**config.mk**
```make
export PLATFORM = sky130hd
export DESIGN_NAME = led_cue_phase_sequencer
export DESIGN_NICKNAME = d
export VERILOG_FILES = /design/src/hw/rtl/lcps_pkg.sv /design/src/hw/rtl/lcps_sub_unit.sv /design/src/hw/rtl/led_cue_phase_sequencer.sv
export SDC_FILE = /design/constraint.sdc
export NUM_CORES = 1
export LEC_CHECK = 0
export ABC_AREA = 1
export BUFFER_PORTS_ARGS = -buffer_cell sky130_fd_sc_hd__buf_2
export CELL_PAD_IN_SITES_DETAIL_PLACEMENT = 0
export CELL_PAD_IN_SITES_GLOBAL_PLACEMENT = 1
export CORE_MARGIN = 10
export CORE_UTILIZATION = 44
export CTS_CLUSTER_SIZE = 10
export DETAILED_ROUTE_END_ITERATION = 6
export PLACE_DENSITY_LB_ADDON = 0.1
export SYNTH_ARGS = -nofsm -noshare
export SYNTH_HDL_FRONTEND = slang
export SYNTH_SLANG_ARGS = --single-unit
```
**constraint.sdc**
```tcl
create_clock -name aclk -period 4.39 [get_ports aclk]
set_input_delay 0.439 -clock aclk [delete_from_list [all_inputs] [get_ports aclk]]
set_output_delay 0.439 -clock aclk [all_outputs]
set_load 0.05 [all_outputs]
```
**src/hw/rtl/lcps_pkg.sv**
```systemverilog
package lcps_pkg;

    localparam int unsigned TimeWidth  = 32;
    localparam int unsigned KindWidth  = 3;
    localparam int unsigned IndexWidth = 3;
    localparam int unsigned DurWidth   = 9;
    localparam int unsigned ColorWidth = 8;

    localparam logic [KindWidth-1:0] KIND_NONE      = 3'd0;
    localparam logic [KindWidth-1:0] KIND_ENABLED   = 3'd1;
    localparam logic [KindWidth-1:0] KIND_DISABLED  = 3'd2;
    localparam logic [KindWidth-1:0] KIND_MOTOR_ON  = 3'd3;
    localparam logic [KindWidth-1:0] KIND_MOTOR_OFF = 3'd4;

    localparam logic OP_START  = 1'b0;
    localparam logic OP_RENDER = 1'b1;

    typedef struct packed {
        logic [ColorWidth-1:0] blue;
        logic [ColorWidth-1:0] green;
        logic [ColorWidth-1:0] red;
    } rgb_t;

    function automatic logic is_single(input logic [KindWidth-1:0] kind);
        return (kind == KIND_ENABLED) || (kind == KIND_MOTOR_ON) || (kind == KIND_MOTOR_OFF);
    endfunction

    function automatic logic [IndexWidth-1:0] phase_count(input logic [KindWidth-1:0] kind);
        logic [IndexWidth-1:0] cnt;
        cnt = 3'd0;
        if (kind == KIND_DISABLED) begin
            cnt = 3'd5;
        end else if (is_single(kind)) begin
            cnt = 3'd3;
        end
        return cnt;
    endfunction

    function automatic logic [DurWidth-1:0] phase_dur(input logic [KindWidth-1:0]  kind,
                                                      input logic [IndexWidth-1:0] idx);
        logic [DurWidth-1:0] dur;
        dur = 9'd0;
        if (kind == KIND_DISABLED) begin
            unique case (idx)
                3'd0:    dur = 9'd60;
                3'd1:    dur = 9'd180;
                3'd2:    dur = 9'd140;
                3'd3:    dur = 9'd180;
                3'd4:    dur = 9'd120;
                default: dur = 9'd0;
            endcase
        end else begin
            unique case (idx)
                3'd0:    dur = 9'd60;
                3'd1:    dur = 9'd300;
                3'd2:    dur = 9'd120;
                default: dur = 9'd0;
            endcase
        end
        return dur;
    endfunction

    function automatic logic phase_lit(input logic [KindWidth-1:0]  kind,
                                       input logic [IndexWidth-1:0] idx);
        logic lit;
        lit = 1'b0;
        if (kind == KIND_DISABLED) begin
            lit = (idx == 3'd1) || (idx == 3'd3);
        end else begin
            lit = (idx == 3'd1);
        end
        return lit;
    endfunction

    function automatic rgb_t kind_color(input logic [KindWidth-1:0] kind);
        rgb_t c;
        c = '0;
        unique case (kind)
            KIND_ENABLED:   c = '{blue: 8'd0,   green: 8'd255, red: 8'd0};
            KIND_DISABLED:  c = '{blue: 8'd0,   green: 8'd0,   red: 8'd255};
            KIND_MOTOR_ON:  c = '{blue: 8'd255, green: 8'd0,   red: 8'd128};
            KIND_MOTOR_OFF: c = '{blue: 8'd0,   green: 8'd160, red: 8'd255};
            default:        c = '0;
        endcase
        return c;
    endfunction

endpackage

```
**src/hw/rtl/lcps_sub_unit.sv**
```systemverilog
module lcps_sub_unit (
    input  logic [lcps_pkg::TimeWidth-1:0] a,
    input  logic [lcps_pkg::TimeWidth-1:0] b,
    output logic [lcps_pkg::TimeWidth-1:0] diff,
    output logic                           a_ge_b
);

    logic [lcps_pkg::TimeWidth:0] wide;

    assign wide   = {1'b0, a} - {1'b0, b};
    assign diff   = wide[lcps_pkg::TimeWidth-1:0];
    assign a_ge_b = ~wide[lcps_pkg::TimeWidth];

endmodule

```
**src/hw/rtl/led_cue_phase_sequencer.sv**
```systemverilog
// One cue slot that plays fixed flash patterns. A start item (tuser 0) is taken in the idle
// state and the block is ready again on the next cycle. A render item (tuser 1) goes straight
// to the result when no cue runs, and otherwise passes through the elapsed, step and fix
// states, as one shared 32-bit subtractor first forms the elapsed time, then tests and removes
// one phase duration per cycle, and finally rebuilds the phase start time. Each render item
// gives exactly one result item; the block takes no new item while a render is in progress.
module led_cue_phase_sequencer (
    input  logic        aclk,
    input  logic        aresetn,
    input  logic        s_tvalid,
    output logic        s_tready,
    input  logic [39:0] s_tdata,   // cue_kind [2:0], now_ms [34:3], zero [39:35]
    input  logic        s_tuser,   // op [0]
    output logic        m_tvalid,
    input  logic        m_tready,
    output logic [23:0] m_tdata,   // red_level [7:0], green_level [15:8], blue_level [23:16]
    output logic        m_tuser    // showing [0]
);

    typedef enum logic [2:0] {
        ST_IDLE,
        ST_ELAPSED,
        ST_STEP,
        ST_FIX,
        ST_DONE
    } state_t;

    state_t state_reg, state_next;

    logic [lcps_pkg::KindWidth-1:0]  active_kind_reg, active_kind_next;
    logic [lcps_pkg::IndexWidth-1:0] phase_index_reg, phase_index_next;
    logic [lcps_pkg::TimeWidth-1:0]  phase_start_reg, phase_start_next;
    logic                            cue_running_reg, cue_running_next;
    logic [lcps_pkg::TimeWidth-1:0]  now_reg, now_next;
    logic [lcps_pkg::TimeWidth-1:0]  elapsed_reg, elapsed_next;
    logic                            m_tvalid_reg, m_tvalid_next;
    logic                            showing_reg, showing_next;
    lcps_pkg::rgb_t                  color_reg, color_next;

    logic [lcps_pkg::KindWidth-1:0]  in_kind;
    logic [lcps_pkg::TimeWidth-1:0]  in_now;
    logic                            in_accept;
    logic [lcps_pkg::TimeWidth-1:0]  sub_a, sub_b, sub_diff;
    logic                            sub_ge;
    logic [lcps_pkg::IndexWidth-1:0] count;
    logic                            out_free;

    assign in_kind   = s_tdata[2:0];
    assign in_now    = s_tdata[34:3];
    assign s_tready  = (state_reg == ST_IDLE);
    assign in_accept = s_tvalid && s_tready;
    assign count     = lcps_pkg::phase_count(active_kind_reg);
    assign out_free  = !m_tvalid_reg || m_tready;

    always_comb begin
        unique case (state_reg)
            ST_STEP: begin
                sub_a = elapsed_reg;
                sub_b = {{(lcps_pkg::TimeWidth-lcps_pkg::DurWidth){1'b0}},
                         lcps_pkg::phase_dur(active_kind_reg, phase_index_reg)};
            end
            ST_FIX: begin
                sub_a = now_reg;
                sub_b = elapsed_reg;
            end
            default: begin
                sub_a = now_reg;
                sub_b = phase_start_reg;
            end
        endcase
    end

    lcps_sub_unit u_sub (
        .a      (sub_a),
        .b      (sub_b),
        .diff   (sub_diff),
        .a_ge_b (sub_ge)
    );

    always_comb begin
        state_next       = state_reg;
        active_kind_next = active_kind_reg;
        phase_index_next = phase_index_reg;
        phase_start_next = phase_start_reg;
        cue_running_next = cue_running_reg;
        now_next         = now_reg;
        elapsed_next     = elapsed_reg;
        m_tvalid_next    = m_tvalid_reg && !m_tready;
        showing_next     = showing_reg;
        color_next       = color_reg;

        unique case (state_reg)
            ST_IDLE: begin
                if (in_accept) begin
                    now_next = in_now;
                    if (s_tuser == lcps_pkg::OP_START) begin
                        if (in_kind == lcps_pkg::KIND_NONE ||
                            in_kind > lcps_pkg::KIND_MOTOR_OFF) begin
                            cue_running_next = 1'b0;
                        end else begin
                            active_kind_next = in_kind;
                            phase_index_next = '0;
                            phase_start_next = in_now;
                            cue_running_next = 1'b1;
                        end
                    end else if (cue_running_reg) begin
                        state_next = ST_ELAPSED;
                    end else begin
                        state_next = ST_DONE;
                    end
                end
            end
            ST_ELAPSED: begin
                elapsed_next = sub_diff;
                state_next   = ST_STEP;
            end
            ST_STEP: begin
                if (phase_index_reg < count && sub_ge) begin
                    elapsed_next     = sub_diff;
                    phase_index_next = phase_index_reg + 3'd1;
                end else begin
                    state_next = ST_FIX;
                end
            end
            ST_FIX: begin
                phase_start_next = sub_diff;
                if (phase_index_reg >= count) begin
                    cue_running_next = 1'b0;
                end
                state_next = ST_DONE;
            end
            ST_DONE: begin
                if (out_free) begin
                    m_tvalid_next = 1'b1;
                    showing_next  = cue_running_reg;
                    if (cue_running_reg &&
                        lcps_pkg::phase_lit(active_kind_reg, phase_index_reg)) begin
                        color_next = lcps_pkg::kind_color(active_kind_reg);
                    end else begin
                        color_next = '0;
                    end
                    state_next = ST_IDLE;
                end
            end
            default: state_next = ST_IDLE;
        endcase
    end

    always_ff @(posedge aclk) begin
        if (!aresetn) begin
            state_reg       <= ST_IDLE;
            active_kind_reg <= lcps_pkg::KIND_NONE;
            phase_index_reg <= '0;
            phase_start_reg <= '0;
            cue_running_reg <= 1'b0;
            m_tvalid_reg    <= 1'b0;
        end else begin
            state_reg       <= state_next;
            active_kind_reg <= active_kind_next;
            phase_index_reg <= phase_index_next;
            phase_start_reg <= phase_start_next;
            cue_running_reg <= cue_running_next;
            m_tvalid_reg    <= m_tvalid_next;
        end
        now_reg     <= now_next;
        elapsed_reg <= elapsed_next;
        showing_reg <= showing_next;
        color_reg   <= color_next;
    end

    assign m_tvalid = m_tvalid_reg;
    assign m_tuser  = showing_reg;
    assign m_tdata  = color_reg;

    a_dark_when_not_showing: assert property (@(posedge aclk) disable iff (!aresetn)
        m_tvalid && !m_tuser |-> m_tdata == 24'd0)
        else $error("result without a cue carries a color");

    a_running_kind_valid: assert property (@(posedge aclk) disable iff (!aresetn)
        cue_running_reg |-> active_kind_reg != lcps_pkg::KIND_NONE &&
                            active_kind_reg <= lcps_pkg::KIND_MOTOR_OFF)
        else $error("running cue has no pattern");

    a_idle_phase_in_range: assert property (@(posedge aclk) disable iff (!aresetn)
        state_reg == ST_IDLE && cue_running_reg |-> phase_index_reg < count)
        else $error("running cue rests past its last phase");

    a_start_rewinds: assert property (@(posedge aclk) disable iff (!aresetn)
        in_accept && s_tuser == lcps_pkg::OP_START && in_kind != lcps_pkg::KIND_NONE &&
        in_kind <= lcps_pkg::KIND_MOTOR_OFF
        |=> cue_running_reg && phase_index_reg == '0 && phase_start_reg == $past(in_now))
        else $error("start item did not rewind the cue");

    a_render_gives_result: assert property (@(posedge aclk) disable iff (!aresetn)
        state_reg == ST_DONE && out_free |=> m_tvalid && state_reg == ST_IDLE)
        else $error("render item finished without a result");

endmodule
```
Word-level counts from Yosys, hierarchy flattened
Index checks and enable logic that the tools add are counted.
{"block": "totals", "reg_bits": 132, "inputBits": 45, "elab_cells": 101}
{"block": "op_classes", "n_addsub": 2, "magnitude_cmp": 3, "n_eq_ne": 20, "muxes": 35, "bitwise_logic": 3, "reduce_logical": 26}
{"operator": "32-bit one-hot mux with 2 select lines", "count": 3}
{"operator": "32-bit 2-to-1 mux", "count": 5}
{"operator": "24-bit one-hot mux with 4 select lines", "count": 1}
{"operator": "32-bit by 32-bit subtractor with 33-bit output", "count": 1}
{"operator": "8-bit one-hot mux with 4 select lines", "count": 1}
{"operator": "3-bit 2-to-1 mux", "count": 10}
{"operator": "9-bit one-hot mux with 3 select lines", "count": 1}
{"operator": "3-bit by 2-bit equality test with 1-bit output (second input constant)", "count": 6}
{"operator": "4-bit AND reduction", "count": 4}
{"operator": "3-bit one-hot mux with 5 select lines", "count": 1}
{"operator": "2-bit inequality test (second input constant)", "count": 6}
{"operator": "3-bit by 1-bit equality test with 1-bit output (second input constant)", "count": 3}
{"operator": "3-bit equality test (second input constant)", "count": 3}
{"operator": "3-bit zero test", "count": 3}
{"operator": "1-bit 2-to-1 mux", "count": 9}
{"operator": "9-bit 2-to-1 mux", "count": 1}
{"operator": "3-bit one-hot mux with 2 select lines", "count": 1}
{"operator": "2-bit AND reduction", "count": 3}
{"operator": "2-bit nonzero test", "count": 3}
{"operator": "1-bit logical OR", "count": 5}
{"operator": "5-bit AND reduction", "count": 1}
{"operator": "1-bit logical AND", "count": 4}
{"operator": "2-bit by 1-bit inequality test with 1-bit output (second input constant)", "count": 2}
{"operator": "3-bit by 1-bit adder with 3-bit output (second input constant)", "count": 1}
{"operator": "other kinds (8)", "count": 11}

Longest topological paths before layout
{"block": "logic_depth", "depth_word": 10, "ltp_mapped": 23, "depth_no_buf": 23}

Modules after synthesis
From an unflattened synthesis, not the netlist that was laid out.
{"block": "unflattened", "hier_cells": 1274, "hier_area_um2": 8381.8}
{"mod": "led_cue_phase_sequencer", "instances": 1, "cells_per_inst": 728, "area_per_inst_um2": 5836.8}
{"mod": "lcps_sub_unit", "instances": 1, "cells_per_inst": 546, "area_per_inst_um2": 2544.9}

Worst setup path before layout
No wires, ideal clock.
{"block": "synth_timing", "path_type": "register -> register", "from": "register state_reg[1]", "to": "register elapsed_reg[0] in the netlist's numbering, enable pin", "setup_time_ps": 389, "arrival_ps": 3114, "required_ps": 4001, "setup_slack_ps": 887, "path_stages_with_launch": 21, "path_buffers": 2, "cell_sequence": "dfxtp_1 > inv_2 > nor2_4 > inv_2 > nor2_4 > inv_2 > buf_2 > buf_2 > nand2_1 > o21ai_0 > ha_1 > nand2_1 > nor2_1 > inv_1 > nor2_1 > nand2_1 > nand2_1 > nand2_1 > nand2_1 > nand3_2 > nand2_1"}
{"block": "synth_between", "elab_chain_cells": 7, "elab_cells_between_ends": 11, "classes_between": "1 x add/sub; 4 x eq/ne; 2 x mux; 1 x bitwise; 3 x reduce/logical"}
{"item": "from (decl)", "line": "led_cue_phase_sequencer.sv:28", "text": "state_t state_reg, state_next;"}
{"item": "from (signal assigned)", "line": "led_cue_phase_sequencer.sv:158", "text": "state_reg <= state_next;"}
{"item": "3-bit by 2-bit equality test with 1-bit output, on equally long branches", "line": "led_cue_phase_sequencer.sv:56, led_cue_phase_sequencer.sv:92"}
{"item": "32-bit one-hot mux with 2 select lines or 32-bit 2-to-1 mux (tied branches)", "line": "led_cue_phase_sequencer.sv:56", "text": "unique case (state_reg)"}
{"item": "32-bit by 32-bit subtractor with 33-bit output", "line": "lcps_sub_unit.sv:10", "text": "assign wide = {1'b0, a} - {1'b0, b};"}
{"item": "1-bit NOT", "line": "lcps_sub_unit.sv:12", "text": "assign a_ge_b = ~wide[lcps_pkg::TimeWidth];"}
{"item": "1-bit logical AND", "line": "led_cue_phase_sequencer.sv:118", "text": "if (phase_index_reg < count && sub_ge) begin"}
{"item": "2-bit inequality test (no line)"}
{"item": "2-bit AND reduction (no line) (*)"}
{"item": "to (signal assigned)", "line": "led_cue_phase_sequencer.sv:166", "text": "elapsed_reg <= elapsed_next;"}
{"item": "to (decl)", "line": "led_cue_phase_sequencer.sv:35", "text": "logic [lcps_pkg::TimeWidth-1:0] elapsed_reg, elapsed_next;"}
Mark *: on every way between the ends. The rest lies on a longest branch, timed or not.
A chain may end at the register's enable or synchronous reset.

Worst setup path after layout
{"block": "layout_timing", "from": "register state_reg[2]", "to": "register elapsed_reg[15] in the netlist's numbering, enable pin"}
The elaborated chain is that of the path after synthesis.

==> results by group <==
Die
  – Core Box Area: 0.01664 mm²
  – Boundary Pins: 72
  – Initial standard-cell utilization of the core: 45.10%
  – Number of standard-cell rows in the floorplan: 47
  – Die Wd: 150.6 µm
  – Area of the die: 0.02268 mm²
  – Die Height: 150.6 µm

Detailed routing
  – Number of vias in the routed layout: 6503
  – Post-detailed-routing wire length: 20140 µm
  – Total iterations of the first detailed-routing run: 4
  – 1st-iter DRT viols: 329
  – Detail Route Antenna Nets: 0
  – Routed wirelength normalized by instance count: 15.72 µm
  – Post-route DRC violation count: 0
  – Average vias per placed instance: 5.077

STA
  – Number of pins exceeding their max-slew limit in the final report: 0
  – Setup violation total in the final timing report: 0
  – Hold violation count in the final report: 0
  – Highest attainable clock frequency: 271.8 MHz
  – Share of the cycle needed by the critical path after routing: 83.82%
  – Relative slew slack: 28.30%
  – Clk_skew: 0.007699 ns
  – Final min period: 3.680 ns
  – Setup repair after global routing missed its margin: false
  – Accumulated negative setup slack: 0 ns
  – Actual transition at the worst max-transition pin: 1.073 ns

Cells and area
  – Seq. cell area: 0.002963 mm²
  – N_diodes: 0
  – Proportion of layout cells with a drive suffix above 1: 13.29%
  – Fill cell instance count of the final layout: 1713
  – Nets@finish: 1133
  – Post-synthesis to final-layout area growth: 13.32%
  – Non-Filler Instances: 1281
  – Area taken by multi-input logic gates: 0.003734 mm²

CTS
  – Number of clock buffers inserted by TritonCTS: 17
  – Resized cells post-CTS: 0
  – CTS tree: done
  – Clock transition at the register clock pins on the worst setup and hold paths after CTS: 0.06 ns
  – TritonCTS Sinks: 113
  – Count of hold-fix buffers inserted at cts: 0
  – Setup repair bufs after CTS: 0
  – CTS max path bufs: 2
  – Insertion delay of the later-clocked pin in the worst-skew pair: 0.42 ns
  – Clock Root Buffer: clkbuf_16
  – Max H-tree Level: 4

Critical path
  – Most frequent CP cell: nand2_1
  – Arrival time at the worst endpoint: 3.77 ns
  – Maximum single-stage delay on the critical path: 0.37 ns
  – Critical setup path kind: register to register
  – Ordered list of cells on the worst path: nor2_4 > inv_2 > nor2_4 > inv_2 > buf_4 > nor3_1 > o22ai_1 > ha_1 > nand2_1 > inv_1 > nand2_1 > nor2_1 > nand2_1 > nand2_1 > nand2_1 > nand2_1 > nand3_2 > nand2_1 > buf_4
  – CP Capture Type: register
  – Critical Path RT: 4.48 ns
  – CP max-delay cell: dfxtp_1
  – Largest fanout on the critical path: 24
  – Worst setup SP type: register

Yosys
  – Share of the synthesized area in the top cell type: 28.00%
  – Syn avg cell area: 7.491 µm²
  – Cell with the most instances after synthesis: nand2_1
  – Synth cell count leaders: nand2_1 (251), inv_1 (129), a21oi_1 (89), o21ai_0 (84), edfxtp_1 (70)
  – Library cell occupying the most area in the post-synthesis netlist: edfxtp_1
  – Synthesized netlist net count: 1087
  – Post-Syn Area: 0.007506 mm²
  – Number of distinct library cells after synthesis: 47
  – Async set-reset flop share out of synthesis: 0%
  – Most area-consuming cells after synthesis: edfxtp_1 (28%), nand2_1 (13%), dfxtp_1 (11%)
  – Synthesized instance count: 1002
  – Register area share after synthesis: 39.47%
  – Flip-flop and latch count after synthesis: 113
  – Number of enable flip-flop cells after synthesis: 70
  – Flip-flop cell with the highest count after synthesis: edfxtp_1
  – Warning count from the yosys run: 0

Hold path
  – Type of the most critical hold path: input pin to register

Placement
  – Number of instances in the placed design: 1249
  – Number of buffers added on ports: 66
  – Final RePlAce weighted congestion: 0.8749
  – Detailed placement HPWL: 14590 µm

Power
  – Worst voltage drop across the vdd grid: 0.3121 mV
  – Power density over cell area: 512.6 mW/mm²
  – Reported leakage power: 3.724 nW

Outcome
  – Outcome: completed

GRT
  – Overflow left after global routing: 0
  – First-pass GRT wire length: 32620 µm
  – Global-route usage over all layers: 18.03%
  – Met3 GRT Util: 4.082%
  – Met2 layer usage reported by global route: 30.34%
  – Busiest layer in global routing: met2
  – Number of global-route vias before repair: 6449
  – Antenna violations before repair: 0
  – Met1 layer usage reported by global route: 22.85%
  – Largest net degree at the start of global routing: 46

Run
  – Max-cap violations: 0
==> per-stage QoR <==
step / hold WS, ns / setup slack [ns] / instance area [µm²] / utilization (%) / total power, mW
6_report: 0.2080 / 0.7103 / 8506 / 51.11 / 4.360
4_1_cts: 0.1944 / 0.6847 / 8506 / 51.11 / 4.395
5_1_grt: 0.1904 / 0.3418 / 8506 / 51.11 / 4.657
3_3_place_gp: 0.5016 / 0.7552 / 7895 / 47.44 / 2.919
2_1_floorplan: 0.4638 / 0.8866 / 7506 / - / 2.582
3_5_place_dp: 0.5010 / 0.7048 / 7895 / 47.44 / 2.927
==> cell families after synthesis <==
| logic type | count (synthesis) | share of synthesized area (%) |
|---|---|---|
| adder cells (fa/ha/maj) | 40 | 6.768 |
| buffers and inverters | 186 | 10.89 |
| flip-flops | 113 | 39.47 |
| AND/OR/NAND/NOR | 399 | 22.55 |
| AO/OA/AOI/OAI | 246 | 18.22 |
| XOR/XNOR | 18 | 2.100 |
==> final timing paths <==
path	from	endpoint	slack (ns)	cells after the start
setup / recovery	state_reg[2]	elapsed_reg[15]	0.71	19
hold / removal	s_tdata[19]	now_reg[16]	0.21	1
setup reg to reg	state_reg[2]	elapsed_reg[15]	0.71	19
hold reg to reg	m_tvalid	m_tvalid	0.52	2
==> critical path, delay by kind of cell (launching register included) <==
family | cells | cell delay, ns
flops | 1 | 0.37
buf+inv | 5 | 0.75
fa+ha+maj | 1 | 0.36
compound gates | 1 | 0.13
simple gates | 12 | 1.71
==> area by class of cell <==
cell class,count,share of cell area [%]
multi-input cells,703,43.90
flip-flops and latches,113,34.83
inverters,138,6.178
clock buffers,20,5.252
repair buffers,75,4.678
well taps,220,3.236
clock inverters,12,1.927
==> layer usage <==
layer	vias to the layer above	routed length (µm)	part of all wire, %
met4	0	243	1.2
met3	21	881	4.4
li1	3381	-	-
met1	2994	9472	47
met5	-	0	0
met2	107	9539	47
==> cells in the final DEF, fill, tap and decap left out, drive strengths merged, types with 2 or more instances in the layout <==
| cell type | netlist | layout |
|---|---|---|
| nand2 | 255 | 255 |
| inv | 137 | 137 |
| o21ai | 116 | 116 |
| a21oi | 106 | 106 |
| buf | 34 | 75 |
| edfxtp | 70 | 70 |
| nor2 | 66 | 66 |
| dfxtp | 43 | 43 |
| ha | 39 | 39 |
| nand3 | 36 | 36 |
| clkbuf | 14 | 20 |
| xor2 | 17 | 17 |
| and2 | 13 | 13 |
| nor3 | 13 | 13 |
| nand3b | 9 | 9 |
| o21bai | 7 | 7 |
| clkinv | 1 | 7 |
| a2bb2oi | 4 | 4 |
| bufinv | 0 | 4 |
| nand4 | 3 | 3 |
| a31oi | 3 | 3 |
| nor3b | 2 | 2 |
| a211oi | 2 | 2 |
| o22ai | 2 | 2 |
| o211ai | 2 | 2 |
| clkinvlp | 0 | 2 |
==> report_power, final <==
part,internal (mW),total [mW],switching [mW]
Clock,0.956,1.45,0.497
Combinational,0.495,1.55,1.05
Sequential,1.31,1.36,0.0513
Total,2.76,4.36,1.60
(Power assumes the default switching activity.)
